### src/hw/rtl/fir_dec_pkg.sv
`default_nettype none

package fir_dec_pkg;

    localparam int DECIMATION   = 2;
    localparam int TAPS         = 16;
    localparam int SAMPLE_WIDTH = 24;
    localparam int COEF_WIDTH   = 18;
    localparam int COEF_FRAC    = 17;
    localparam int NCOEF        = TAPS / 2;

    localparam int ADDR_W    = $clog2(TAPS);
    localparam int CIDX_W    = $clog2(NCOEF);
    localparam int CFG_IDX_W = 8;
    localparam int WARM_W    = $clog2(TAPS + 1);
    localparam int PHASE_W   = (DECIMATION > 2) ? $clog2(DECIMATION) : 1;
    localparam int PRE_W     = SAMPLE_WIDTH + 1;
    localparam int PROD_W    = PRE_W + COEF_WIDTH;
    localparam int ACC_W     = PROD_W + CIDX_W + 1;
    localparam int RND_W     = ACC_W - COEF_FRAC;

    typedef logic signed [SAMPLE_WIDTH-1:0] sample_t;
    typedef logic signed [COEF_WIDTH-1:0]   coef_t;

    localparam coef_t COEF_RESET [NCOEF] = '{
        -18'sd170, -18'sd275, 18'sd629, 18'sd1534,
        -18'sd2897, -18'sd5125, 18'sd8703, 18'sd17013
    };

    typedef struct packed {
        logic vld;
        logic first;
        logic last;
    } step_t;

    typedef struct packed {
        step_t             step;
        logic [CIDX_W-1:0] k;
    } rd_req_t;

    typedef enum logic [1:0] {
        ST_IDLE,
        ST_CALC,
        ST_DRAIN,
        ST_OUT
    } seq_state_t;

endpackage

`default_nettype wire

### src/hw/rtl/fir_decimator_16tap_top.sv
// 16-tap symmetric fir decimator, one shared pre-add/multiply/accumulate unit
// s_* channel: one beat is one signed q1.23 input sample
// m_* channel: one beat is one filtered, rounded and saturated q1.23 sample
// cfg_* channel: index 0..7 writes the q1.17 coefficient of taps k and 15-k,
//   other indexes are ignored; always ready, write only while idle
// the first result follows the 16th input sample, then one per 2 inputs
// a beat that produces no result leaves s_tready high
// a beat that produces a result holds s_tready low: the 8 pair reads from the
//   history ram (two read ports) pass through the registered read, the
//   multiplier and the accumulator, then the finished sum is loaded into the
//   output register and m_tvalid rises
// the output register holds a finished result while new samples are taken in;
//   if the receiver stalls, the next result waits in the accumulator and the
//   input side stays not ready until the output register frees up
// reset clears history (reads as zero), counters and output valid, and loads
//   the default coefficient set
`default_nettype none

module fir_decimator_16tap_top
    import fir_dec_pkg::*;
(
    input  wire logic                  clk,
    input  wire logic                  rst_n,
    input  wire logic                  s_tvalid,
    output logic                       s_tready,
    input  wire logic [SAMPLE_WIDTH-1:0] s_tdata,   // [23:0] in_sample
    output logic                       m_tvalid,
    input  wire logic                  m_tready,
    output logic [SAMPLE_WIDTH-1:0]    m_tdata,     // [23:0] out_sample
    input  wire logic                  cfg_valid,
    output logic                       cfg_ready,
    input  wire logic [CFG_IDX_W-1:0]  cfg_index,
    input  wire logic [COEF_WIDTH-1:0] cfg_data
);

    rd_req_t req;
    rd_req_t rsp;
    sample_t tap_a;
    sample_t tap_b;
    coef_t   coef;
    sample_t result;
    logic    wr_en;
    logic    mac_done;
    logic    out_free;
    logic    load_out;
    logic    m_tvalid_reg;
    sample_t m_tdata_reg;

    assign out_free = !m_tvalid_reg || m_tready;

    fir_dec_seq u_seq (
        .clk      (clk),
        .rst_n    (rst_n),
        .in_valid (s_tvalid),
        .in_ready (s_tready),
        .wr_en    (wr_en),
        .req      (req),
        .mac_done (mac_done),
        .out_free (out_free),
        .load_out (load_out)
    );

    fir_dec_hist u_hist (
        .clk     (clk),
        .rst_n   (rst_n),
        .wr_en   (wr_en),
        .wr_data (sample_t'(s_tdata)),
        .req     (req),
        .tap_a   (tap_a),
        .tap_b   (tap_b),
        .rsp     (rsp)
    );

    fir_dec_regs u_regs (
        .clk       (clk),
        .rst_n     (rst_n),
        .cfg_valid (cfg_valid),
        .cfg_ready (cfg_ready),
        .cfg_index (cfg_index),
        .cfg_data  (cfg_data),
        .rd_idx    (rsp.k),
        .rd_coef   (coef)
    );

    fir_dec_mac u_mac (
        .clk    (clk),
        .rst_n  (rst_n),
        .tap_a  (tap_a),
        .tap_b  (tap_b),
        .coef   (coef),
        .step   (rsp.step),
        .result (result),
        .done   (mac_done)
    );

    always_ff @(posedge clk)
    begin
        if (load_out)
        begin
            m_tdata_reg <= result;
        end
    end

    always_ff @(posedge clk or negedge rst_n)
    begin
        if (!rst_n)
        begin
            m_tvalid_reg <= 1'b0;
        end
        else if (load_out)
        begin
            m_tvalid_reg <= 1'b1;
        end
        else if (m_tready)
        begin
            m_tvalid_reg <= 1'b0;
        end
    end

    assign m_tvalid = m_tvalid_reg;
    assign m_tdata  = m_tdata_reg;

endmodule

`default_nettype wire

### src/hw/rtl/fir_dec_regs.sv
`default_nettype none

module fir_dec_regs
    import fir_dec_pkg::*;
(
    input  wire logic                 clk,
    input  wire logic                 rst_n,
    input  wire logic                 cfg_valid,
    output logic                      cfg_ready,
    input  wire logic [CFG_IDX_W-1:0] cfg_index,
    input  wire logic [COEF_WIDTH-1:0] cfg_data,
    input  wire logic [CIDX_W-1:0]    rd_idx,
    output coef_t                     rd_coef
);

    coef_t coef_reg [NCOEF];
    logic  wr_hit;

    assign cfg_ready = 1'b1;
    // indexes past the coefficient list are dropped
    assign wr_hit    = cfg_valid && (cfg_index < CFG_IDX_W'(NCOEF));

    always_ff @(posedge clk or negedge rst_n)
    begin
        if (!rst_n)
        begin
            for (int i = 0; i < NCOEF; i++)
            begin
                coef_reg[i] <= COEF_RESET[i];
            end
        end
        else if (wr_hit)
        begin
            coef_reg[cfg_index[CIDX_W-1:0]] <= coef_t'(cfg_data);
        end
    end

    assign rd_coef = coef_reg[rd_idx];

endmodule

`default_nettype wire

### src/hw/rtl/fir_dec_hist.sv
`default_nettype none

module fir_dec_hist
    import fir_dec_pkg::*;
(
    input  wire logic    clk,
    input  wire logic    rst_n,
    input  wire logic    wr_en,
    input  wire sample_t wr_data,
    input  wire rd_req_t req,
    output sample_t      tap_a,
    output sample_t      tap_b,
    output rd_req_t      rsp
);

    sample_t           mem [TAPS];
    logic [TAPS-1:0]   valid_reg;
    logic [ADDR_W-1:0] wp_reg;
    logic [ADDR_W-1:0] addr_a;
    logic [ADDR_W-1:0] addr_b;
    sample_t           rd_a_reg;
    sample_t           rd_b_reg;
    logic              vld_a_reg;
    logic              vld_b_reg;
    rd_req_t           rsp_reg;

    // wp points at the oldest sample, tap 0; taps k and 15-k are read together
    assign addr_a = wp_reg + ADDR_W'(req.k);
    assign addr_b = wp_reg + (ADDR_W'(TAPS - 1) - ADDR_W'(req.k));

    always_ff @(posedge clk)
    begin
        if (wr_en)
        begin
            mem[wp_reg] <= wr_data;
        end
        rd_a_reg <= mem[addr_a];
        rd_b_reg <= mem[addr_b];
    end

    always_ff @(posedge clk or negedge rst_n)
    begin
        if (!rst_n)
        begin
            valid_reg <= '0;
            wp_reg    <= '0;
            vld_a_reg <= 1'b0;
            vld_b_reg <= 1'b0;
            rsp_reg   <= '0;
        end
        else
        begin
            if (wr_en)
            begin
                valid_reg[wp_reg] <= 1'b1;
                wp_reg            <= wp_reg + ADDR_W'(1);
            end
            vld_a_reg <= valid_reg[addr_a];
            vld_b_reg <= valid_reg[addr_b];
            rsp_reg   <= req;
        end
    end

    // entries not written since reset read as zero
    assign tap_a = vld_a_reg ? rd_a_reg : '0;
    assign tap_b = vld_b_reg ? rd_b_reg : '0;
    assign rsp   = rsp_reg;

endmodule

`default_nettype wire

### src/hw/rtl/fir_dec_mac.sv
`default_nettype none

module fir_dec_mac
    import fir_dec_pkg::*;
(
    input  wire logic    clk,
    input  wire logic    rst_n,
    input  wire sample_t tap_a,
    input  wire sample_t tap_b,
    input  wire coef_t   coef,
    input  wire step_t   step,
    output sample_t      result,
    output logic         done
);

    logic signed [PRE_W-1:0]  pre;
    logic signed [PROD_W-1:0] prod_reg;
    logic signed [PROD_W-1:0] prod_next;
    logic signed [ACC_W-1:0]  acc_reg;
    logic signed [ACC_W-1:0]  acc_next;
    logic signed [ACC_W-1:0]  prod_ext;
    logic signed [ACC_W-1:0]  biased;
    logic signed [RND_W-1:0]  rnd;
    step_t                    step2_reg;
    logic                     done_reg;
    logic                     in_range;

    // symmetric pre-add, then one shared multiplier
    assign pre       = {tap_a[SAMPLE_WIDTH-1], tap_a} + {tap_b[SAMPLE_WIDTH-1], tap_b};
    assign prod_next = pre * coef;
    assign prod_ext  = {{(ACC_W-PROD_W){prod_reg[PROD_W-1]}}, prod_reg};
    assign acc_next  = step2_reg.first ? prod_ext : acc_reg + prod_ext;

    always_ff @(posedge clk)
    begin
        prod_reg <= prod_next;
        if (step2_reg.vld)
        begin
            acc_reg <= acc_next;
        end
    end

    always_ff @(posedge clk or negedge rst_n)
    begin
        if (!rst_n)
        begin
            step2_reg <= '0;
            done_reg  <= 1'b0;
        end
        else
        begin
            step2_reg <= step;
            done_reg  <= step2_reg.vld && step2_reg.last;
        end
    end

    // round half up, floor shift, clamp to sample range
    assign biased   = acc_reg + ACC_W'(1 << (COEF_FRAC - 1));
    assign rnd      = biased[ACC_W-1:COEF_FRAC];
    assign in_range = (&rnd[RND_W-1:SAMPLE_WIDTH-1]) || !(|rnd[RND_W-1:SAMPLE_WIDTH-1]);

    always_comb
    begin
        if (in_range)
        begin
            result = rnd[SAMPLE_WIDTH-1:0];
        end
        else if (rnd[RND_W-1])
        begin
            result = {1'b1, {(SAMPLE_WIDTH-1){1'b0}}};
        end
        else
        begin
            result = {1'b0, {(SAMPLE_WIDTH-1){1'b1}}};
        end
    end

    assign done = done_reg;

endmodule

`default_nettype wire

### src/hw/rtl/fir_dec_seq.sv
`default_nettype none

module fir_dec_seq
    import fir_dec_pkg::*;
(
    input  wire logic clk,
    input  wire logic rst_n,
    input  wire logic in_valid,
    output logic      in_ready,
    output logic      wr_en,
    output rd_req_t   req,
    input  wire logic mac_done,
    input  wire logic out_free,
    output logic      load_out
);

    seq_state_t         state_reg;
    seq_state_t         state_next;
    logic [CIDX_W-1:0]  cnt_reg;
    logic [CIDX_W-1:0]  cnt_next;
    logic [WARM_W-1:0]  warm_reg;
    logic [WARM_W-1:0]  warm_next;
    logic [PHASE_W-1:0] phase_reg;
    logic [PHASE_W-1:0] phase_next;
    logic               accept;
    logic               emit;
    logic               last_pair;

    assign accept    = in_valid && in_ready;
    assign last_pair = (cnt_reg == CIDX_W'(NCOEF - 1));

    // warmup until the history is full, then one result per decimation period
    always_comb
    begin
        warm_next  = warm_reg;
        phase_next = phase_reg;
        emit       = 1'b0;
        if (warm_reg < WARM_W'(TAPS))
        begin
            warm_next = warm_reg + WARM_W'(1);
            if (warm_next == WARM_W'(TAPS))
            begin
                emit       = 1'b1;
                phase_next = '0;
            end
        end
        else if (({1'b0, phase_reg} + (PHASE_W+1)'(1)) >= (PHASE_W+1)'(DECIMATION))
        begin
            emit       = 1'b1;
            phase_next = '0;
        end
        else
        begin
            phase_next = phase_reg + PHASE_W'(1);
        end
    end

    always_comb
    begin
        state_next = state_reg;
        cnt_next   = cnt_reg;
        unique case (state_reg)
            ST_IDLE:
            begin
                cnt_next = '0;
                if (accept && emit)
                begin
                    state_next = ST_CALC;
                end
            end
            ST_CALC:
            begin
                cnt_next = cnt_reg + CIDX_W'(1);
                if (last_pair)
                begin
                    state_next = ST_DRAIN;
                end
            end
            ST_DRAIN:
            begin
                if (mac_done)
                begin
                    state_next = ST_OUT;
                end
            end
            ST_OUT:
            begin
                if (out_free)
                begin
                    state_next = ST_IDLE;
                end
            end
            default:
            begin
                state_next = ST_IDLE;
            end
        endcase
    end

    always_comb
    begin
        in_ready       = 1'b0;
        load_out       = 1'b0;
        req.step.vld   = 1'b0;
        req.step.first = 1'b0;
        req.step.last  = 1'b0;
        req.k          = cnt_reg;
        unique case (state_reg)
            ST_IDLE:
            begin
                in_ready = 1'b1;
            end
            ST_CALC:
            begin
                req.step.vld   = 1'b1;
                req.step.first = (cnt_reg == '0);
                req.step.last  = last_pair;
            end
            ST_DRAIN:
            begin
                in_ready = 1'b0;
            end
            ST_OUT:
            begin
                load_out = out_free;
            end
            default:
            begin
                in_ready = 1'b0;
            end
        endcase
    end

    assign wr_en = accept;

    always_ff @(posedge clk or negedge rst_n)
    begin
        if (!rst_n)
        begin
            state_reg <= ST_IDLE;
            cnt_reg   <= '0;
            warm_reg  <= '0;
            phase_reg <= '0;
        end
        else
        begin
            state_reg <= state_next;
            cnt_reg   <= cnt_next;
            if (accept)
            begin
                warm_reg  <= warm_next;
                phase_reg <= phase_next;
            end
        end
    end

endmodule

`default_nettype wire

### config.mk
export PLATFORM = sky130hd
export DESIGN_NAME = fir_decimator_16tap_top
export DESIGN_NICKNAME = d
export VERILOG_FILES = /design/src/hw/rtl/fir_dec_pkg.sv /design/src/hw/rtl/fir_decimator_16tap_top.sv /design/src/hw/rtl/fir_dec_regs.sv /design/src/hw/rtl/fir_dec_hist.sv /design/src/hw/rtl/fir_dec_mac.sv /design/src/hw/rtl/fir_dec_seq.sv
export SDC_FILE = /design/constraint.sdc
export NUM_CORES = 2
export LEC_CHECK = 0
export ABC_AREA = 1
export BUFFER_PORTS_ARGS = -buffer_cell sky130_fd_sc_hd__buf_2
export CELL_PAD_IN_SITES_DETAIL_PLACEMENT = 1
export CELL_PAD_IN_SITES_GLOBAL_PLACEMENT = 1
export CORE_UTILIZATION = 50
export DETAILED_ROUTE_END_ITERATION = 12
export GPL_TIMING_DRIVEN = 1
export HOLD_SLACK_MARGIN = 0.15
export PLACE_DENSITY_LB_ADDON = 0.12
export SLEW_MARGIN = 5
export SYNTH_ARGS = -nofsm -noshare
export SYNTH_HDL_FRONTEND = slang
export SYNTH_SLANG_ARGS = --single-unit
export TNS_END_PERCENT = 100
### constraint.sdc
create_clock -name clk -period 8.8 [get_ports clk]
set_input_delay 0.44 -clock clk [delete_from_list [all_inputs] [get_ports clk]]
set_output_delay 0.44 -clock clk [all_outputs]
set_load 0.03 [all_outputs]
Word level (Yosys, flattened, before mapping) --
Memories as Yosys holds them, arrays and structs flattened. A register that Yosys moved wholly into a read port is not among the register bits. Cells that the tools add are included.
Word-level totals: RAM bits 384, memories 1, register bits after elaboration 302, output and inout port bits 27
Cells by class: multiplexer cells 36, bitwise gates (word level) 3, equal/unequal tests 10, order comparisons 10, multipliers 1, reduce and logical (&&, ||, !) cells 19, add/subtract/negate cells 11
Memory list:
- u_hist.mem | words 16, width 24, rd ports 2, clocked after Yosys merged registers in 2, wr ports 1, line fir_dec_hist.sv:16 | sample_t mem [TAPS];
Operators with widths (count):
- $bwmux 144 | 1
- $mux 24 | 4
- $bmux 18 s3 | 1
- $demux 18 s3 | 1
- $mux 18 | 3
- $add 47x18->47 const B | 1
- $add 47x43->47 | 1
- $mux 47 | 1
- $mul 25x18->43 | 1
- $add 24x24->25 | 1
- $or 16x16->16 | 1
- $lt 4x5->1 const B | 3
- $mux 1 | 15
- $bmux 1 s4 | 2
- $ge 4x4->1 const B | 2
- $lt 8x4->1 const B | 1
- $mux 2 | 4
- $ne 2x1->1 const B | 4
- $not 3->4 | 2
- $pmux 2 s4 | 1
- $reduce_and 7->1 | 1
- $reduce_or 7->1 | 1
- $logic_and 1x1->1 | 6
- $pmux 3 s2 | 1
- 26 further kinds | 31

Longest topological paths before layout --
word-level depth 7, depth in mapped cells 42

Modules after synthesis --
Synthesis repeated with hierarchy kept, for this count alone.
Unflattened totals: cell total of the unflattened synthesis 7932, area total of the unflattened synthesis 59230.6 µm²
By module, submodules not included:
- fir_dec_mac | instances 1, sequential area each 2372.3 µm², area each 25702.2 µm², cells an instance 3617
- fir_dec_hist | instances 1, sequential area each 13192.7 µm², area each 23901.7 µm², cells an instance 3059
- fir_dec_regs | instances 1, sequential area each 3714.8 µm², area each 8194.1 µm², cells an instance 1153
- fir_decimator_16tap_top | instances 1, sequential area each 745.7 µm², area each 765.7 µm², cells an instance 29
- fir_dec_seq | instances 1, sequential area each 275.3 µm², area each 666.9 µm², cells an instance 74

Worst setup path after synthesis --
OpenSTA, ideal clock, no wires.
path type register to register, start reg u_hist.vld_a_reg, end reg u_mac.prod_reg[38], arrival time 7.273 ns, clock period less this slack 7.386 ns, path buffers 2, stages on the path, launching flop included 38, required time 8.687 ns, library setup time 0.113 ns, setup slack 1.414 ns, cells stage by stage dfrtp_1 clkbuf_1 nand2_1 inv_1 ha_1 inv_1 fa_1 inv_1 nand3_1 nand2_1 nand2_1 nand3_1 nand2_1 nand2_2 nand2_2 nand3_1 nand2_2 buf_12 (+2 left out) fa_1 fa_1 inv_1 fa_1 fa_1 fa_1 inv_1 fa_1 inv_1 ha_1 inv_1 o21ai_0 or2_2 a21oi_1 a21boi_0 nand3_1 nand2_1 nand2_1
Between the ends: cells in the longest elaborated chain, start to end 3
RTL lines:
- start: declaration | line fir_dec_hist.sv:23 | logic vld_a_reg;
- start signal: assignment | line fir_dec_hist.sv:58 | vld_a_reg <= valid_reg[addr_a];
- $mux 24 | line fir_dec_hist.sv:65 | assign tap_a = vld_a_reg ? rd_a_reg : '0;
- $add 24x24->25 | line fir_dec_mac.sv:29 | assign pre = {tap_a[SAMPLE_WIDTH-1], tap_a} + {tap_b[SAMPLE_WIDTH-1], tap_b};
- $mul 25x18->43 | line fir_dec_mac.sv:30 | assign prod_next = pre * coef;
- net u_mac.prod_next[38] | line fir_dec_mac.sv:18 | logic signed [PROD_W-1:0] prod_next;
- end signal: assignment | line fir_dec_mac.sv:36 | prod_reg <= prod_next;
- end: declaration | line fir_dec_mac.sv:17 | logic signed [PROD_W-1:0] prod_reg;
The timed path passes the listed nets, and every way through them passes these cells. A chain may end at the register's enable or synchronous reset.

Worst setup path after layout --
start reg u_hist.vld_b_reg, end reg u_mac.prod_reg[38]
Between the ends: cells in the longest elaborated chain, start to end 3
RTL lines:
- start: declaration | line fir_dec_hist.sv:24 | logic vld_b_reg;
- start signal: assignment | line fir_dec_hist.sv:59 | vld_b_reg <= valid_reg[addr_b];
- $mux 24 | line fir_dec_hist.sv:66 | assign tap_b = vld_b_reg ? rd_b_reg : '0;
- $add 24x24->25 | line fir_dec_mac.sv:29
- $mul 25x18->43 | line fir_dec_mac.sv:30
- net u_mac.prod_next[38] | line fir_dec_mac.sv:18
The timed path passes the listed nets, and every way through them passes these cells.

==> results.md <==
- Total number of cells along the worst setup path: 34
- Largest incremental delay on the critical path: 0.60 ns
- Post-synth cell types: 57
- Routed length per instance: 21.8 um
- Instance count of the mapped netlist: 6,685
- Via count of the first global-routing pass: 50.3k
- Cell depth of the worst min-delay path: 3
- First-pass GRT wire length: 283,000 um
- Number of sinks driven by the clock tree: 734
- Port Buffer Count: 80
- Clock period minus final worst setup slack: 8.22 ns
- Gp weighted congestion: 0.940
- Number of core rows: 121
- Worst setup path class: reg2reg
- Number of violations reported at the end of detailed-routing iteration 0: 3,165
- Vias per Instance: 5.60
- Setup clock skew after layout: 0.0774 ns
- DRC violation count after routing: 0
- Cell family with most CP delay: adder cells
- Ratio of cells with drive above 1 in the final layout: 8.63%
- Endpoint of the lowest-slack register-to-register path: u_mac.prod_reg[38]
- Cell Area, Synth: 55,500 um^2
- CP arrival: 8.76 ns
- Top_reg_cell synth: sky130_fd_sc_hd__edfxtp_1
- Number of flip-flops under the largest register name: 384
- Core area: 109,000 um^2
- Worst-case register-to-register setup slack: 0.58 ns
- Number of max-capacitance violations reported: 0
- Fmax: 122 MHz
- Number of synthesized flops with an enable pin: 455
- Top area cells in the synthesized netlist: sky130_fd_sc_hd__edfxtp_1 25%, sky130_fd_sc_hd__fa_1 16%, sky130_fd_sc_hd__nand2_1 9.7%, sky130_fd_sc_hd__o21ai_0 7.2%, sky130_fd_sc_hd__inv_1 7.0%
- Mean instance size in the synthesized netlist: 8.30 um^2
- Total of fill cells in the finished design: 13.1k
- Area occupied by registers: 20,300 um^2
- HPWL after detailed placement: 129,000 um
- Hold WC Path Type: in2reg
- Post-route non-filler standard cell count: 8,268
- All-layer global routing usage: 32.6%
- Vertical die dimension: 335 um
- Beginning of the worst register-to-register path: u_hist.vld_b_reg
- CTS tree: built
- Cell depth of the worst flop-to-flop path: 34
- Area growth, synth to finish: 9.51%
- Total via count after detailed routing: 46.3k
- Total number of nets in the final design: 7,414
- Antenna violations before repair: 4
- Final TNS setup: 0 ns
- Capturing element type of the critical path: flop
- CTS H-tree lvls: 3
- Total Die Area: 112,000 um^2
- Buffers & Inverters on Critical Path: 7
- Die width: 335 um
- RSZ-0062 raised after global routing: no
- Detailed Routing Iterations Pass 1: 5
- Most repeated cell in the gate-level netlist after synthesis: sky130_fd_sc_hd__nand2_1
- Run status: finished, final reports clean
- Clock buffer count from CTS: 86
- Clock root buffer: sky130_fd_sc_hd__clkbuf_16
- Most frequent CP cell: sky130_fd_sc_hd__nand2_1
- Cell accounting for the most synthesized area: sky130_fd_sc_hd__edfxtp_1
- Number of warnings issued by yosys: 0
- Register area share after synthesis: 36.6%
- Critical-path maximum fanout: 12
- Synth Net Count: 7,382
- Register clock-pin slew on the reported worst setup and hold paths: 0.06 ns
- Final Hold Violating Endpoints: 0
- Transition time of the tightest slew-check pin: 1.20 ns
- Max-slew violation count: 0
- Fraction of registers with async set or reset after synthesis: 25.6%
- Global route total overflow: 0
- Worst Hold Endpoint: u_regs.coef_reg[5]
- IO Count: 82
- Buffer levels on the longest clock path: 3
- Final worst hold slack: 0.182 ns
- CP Data Required Time: 9.34 ns
- Number of storage elements in the synthesis netlist: 734
- Maximum number of pins on one net before global-route repair: 239
- Cell type of the slowest stage on the worst timing path: sky130_fd_sc_hd__fa_1
- Final period utilization: 93.4%
- Area of the multi-input gates: 30,100 um^2
- Most instantiated cells after synthesis: 1,436 x sky130_fd_sc_hd__nand2_1, 1,038 x sky130_fd_sc_hd__inv_1, 803 x sky130_fd_sc_hd__o21ai_0
- Routed wire length: 181,000 um
- Number of placed instances, taps included: 8,062
- Headroom to the max-slew limit: 20.2%
- Startpoint type of the worst setup path: flop
- Number of setup violations in the final report: 0
- Yosys top cell area share: 24.6%
- Routed Antenna Nets: 0
- Starting Density: 50.7%
- Hold path startpoint: cfg_data[5]
- Clock latency on the worst-skew pair: 0.72 ns
-- area by class of cell --
| cell class | count | area share, % |
|---|---|---|
| multi-input combinational | 4608 | 49.5 |
| sequential | 734 | 33.4 |
| inverter | 1062 | 6.60 |
| clock buffer | 117 | 3.83 |
| tap | 1476 | 3.04 |
| timing repair buffer | 225 | 2.71 |
| clock inverter | 44 | 0.853 |
| antenna | 2 | 0.00824 |
-- logic make-up (layout without fill, tap and decap cells) --
group	count (synthesis)	after routing	synth area share, %
AO/OA/AOI/OAI	1342	1342	12.8
adder cells (fa/ha/maj)	642	642	20.5
XOR/XNOR	81	81	1.36
other	1	3	0.00676
flip-flops	734	734	36.6
buffers and inverters	1343	1448	9.61
multiplexers	26	26	0.528
AND/OR/NAND/NOR	2516	2516	18.6
-- per-layer routing --
| metal | up-vias | wire length [um] | global-route usage, % |
|---|---|---|---|
| li1 | 21400 | - | - |
| met1 | 23400 | 74300 | 40.8 |
| met2 | 1179 | 89400 | 57.1 |
| met3 | 378 | 9620 | 4.24 |
| met4 | 4 | 7180 | 13.0 |
| met5 | - | 28 | 0 |
-- how the worst max path moves through the flow --
stage	startpoint	endpoint	slack (ns)
2_1_floorplan	u_hist.vld_a_reg	u_mac.prod_reg[38]	1.41
3_3_place_gp	u_hist.vld_a_reg	u_mac.prod_reg[37]	0.81
3_5_place_dp	u_hist.vld_a_reg	u_mac.prod_reg[41]	0.41
4_1_cts	u_hist.vld_b_reg	u_mac.prod_reg[41]	0.25
5_1_grt	u_hist.vld_b_reg	u_mac.prod_reg[34]	0.04
6_report	u_hist.vld_b_reg	u_mac.prod_reg[38]	0.58
-- per-stage QoR --
stage               setup slack (ns)  util, %  area [um^2]
floorplan                       1.41        -        55500
global placement               0.810     52.5        57400
detailed placement             0.408     52.5        57400
CTS                            0.252     55.4        60700
global route                  0.0373     55.5        60800
finish                         0.583     55.5        60800
-- tightest hold or removal path, stage by stage --
cell	delay [ns]
sky130_fd_sc_hd__buf_2	0.12
sky130_fd_sc_hd__inv_1	0.18
sky130_fd_sc_hd__o21ai_0	0.12
-- timing repair --
item                       4_1_cts  5_1_grt
setup endpoints to repair        0        7
hold buffers                    40        0
buffers inserted                 0        3
hold endpoints to repair       527        0
gates resized for setup          0        6
-- placed cells by master, fill, tap and decap left out, drive strengths merged, types with 2 or more instances in the layout --
master	n
nand2	1463
inv	1063
o21ai	854
nor2	771
edfxtp	455
fa	445
a21oi	333
ha	197
buf	185
nand3	151
clkbuf	117
dfrtp	99
dfxtp	91
dfstp	89
a31oi	59
xor2	57
dlygate4sd3	40
a21o	30
nand4	30
clkinv	30
or2	29
nand2b	26
mux2	26
nor3	26
xnor2	24
a32o	18
nand3b	14
o21bai	13
o221ai	12
clkinvlp	8
o22ai	7
o21a	6
o211ai	5
bufinv	5
a21boi	4
nor4	4
diode	2
Power is not shown: default switching activity piles up to over one toggle a cycle in this logic, so the estimate is an artifact.
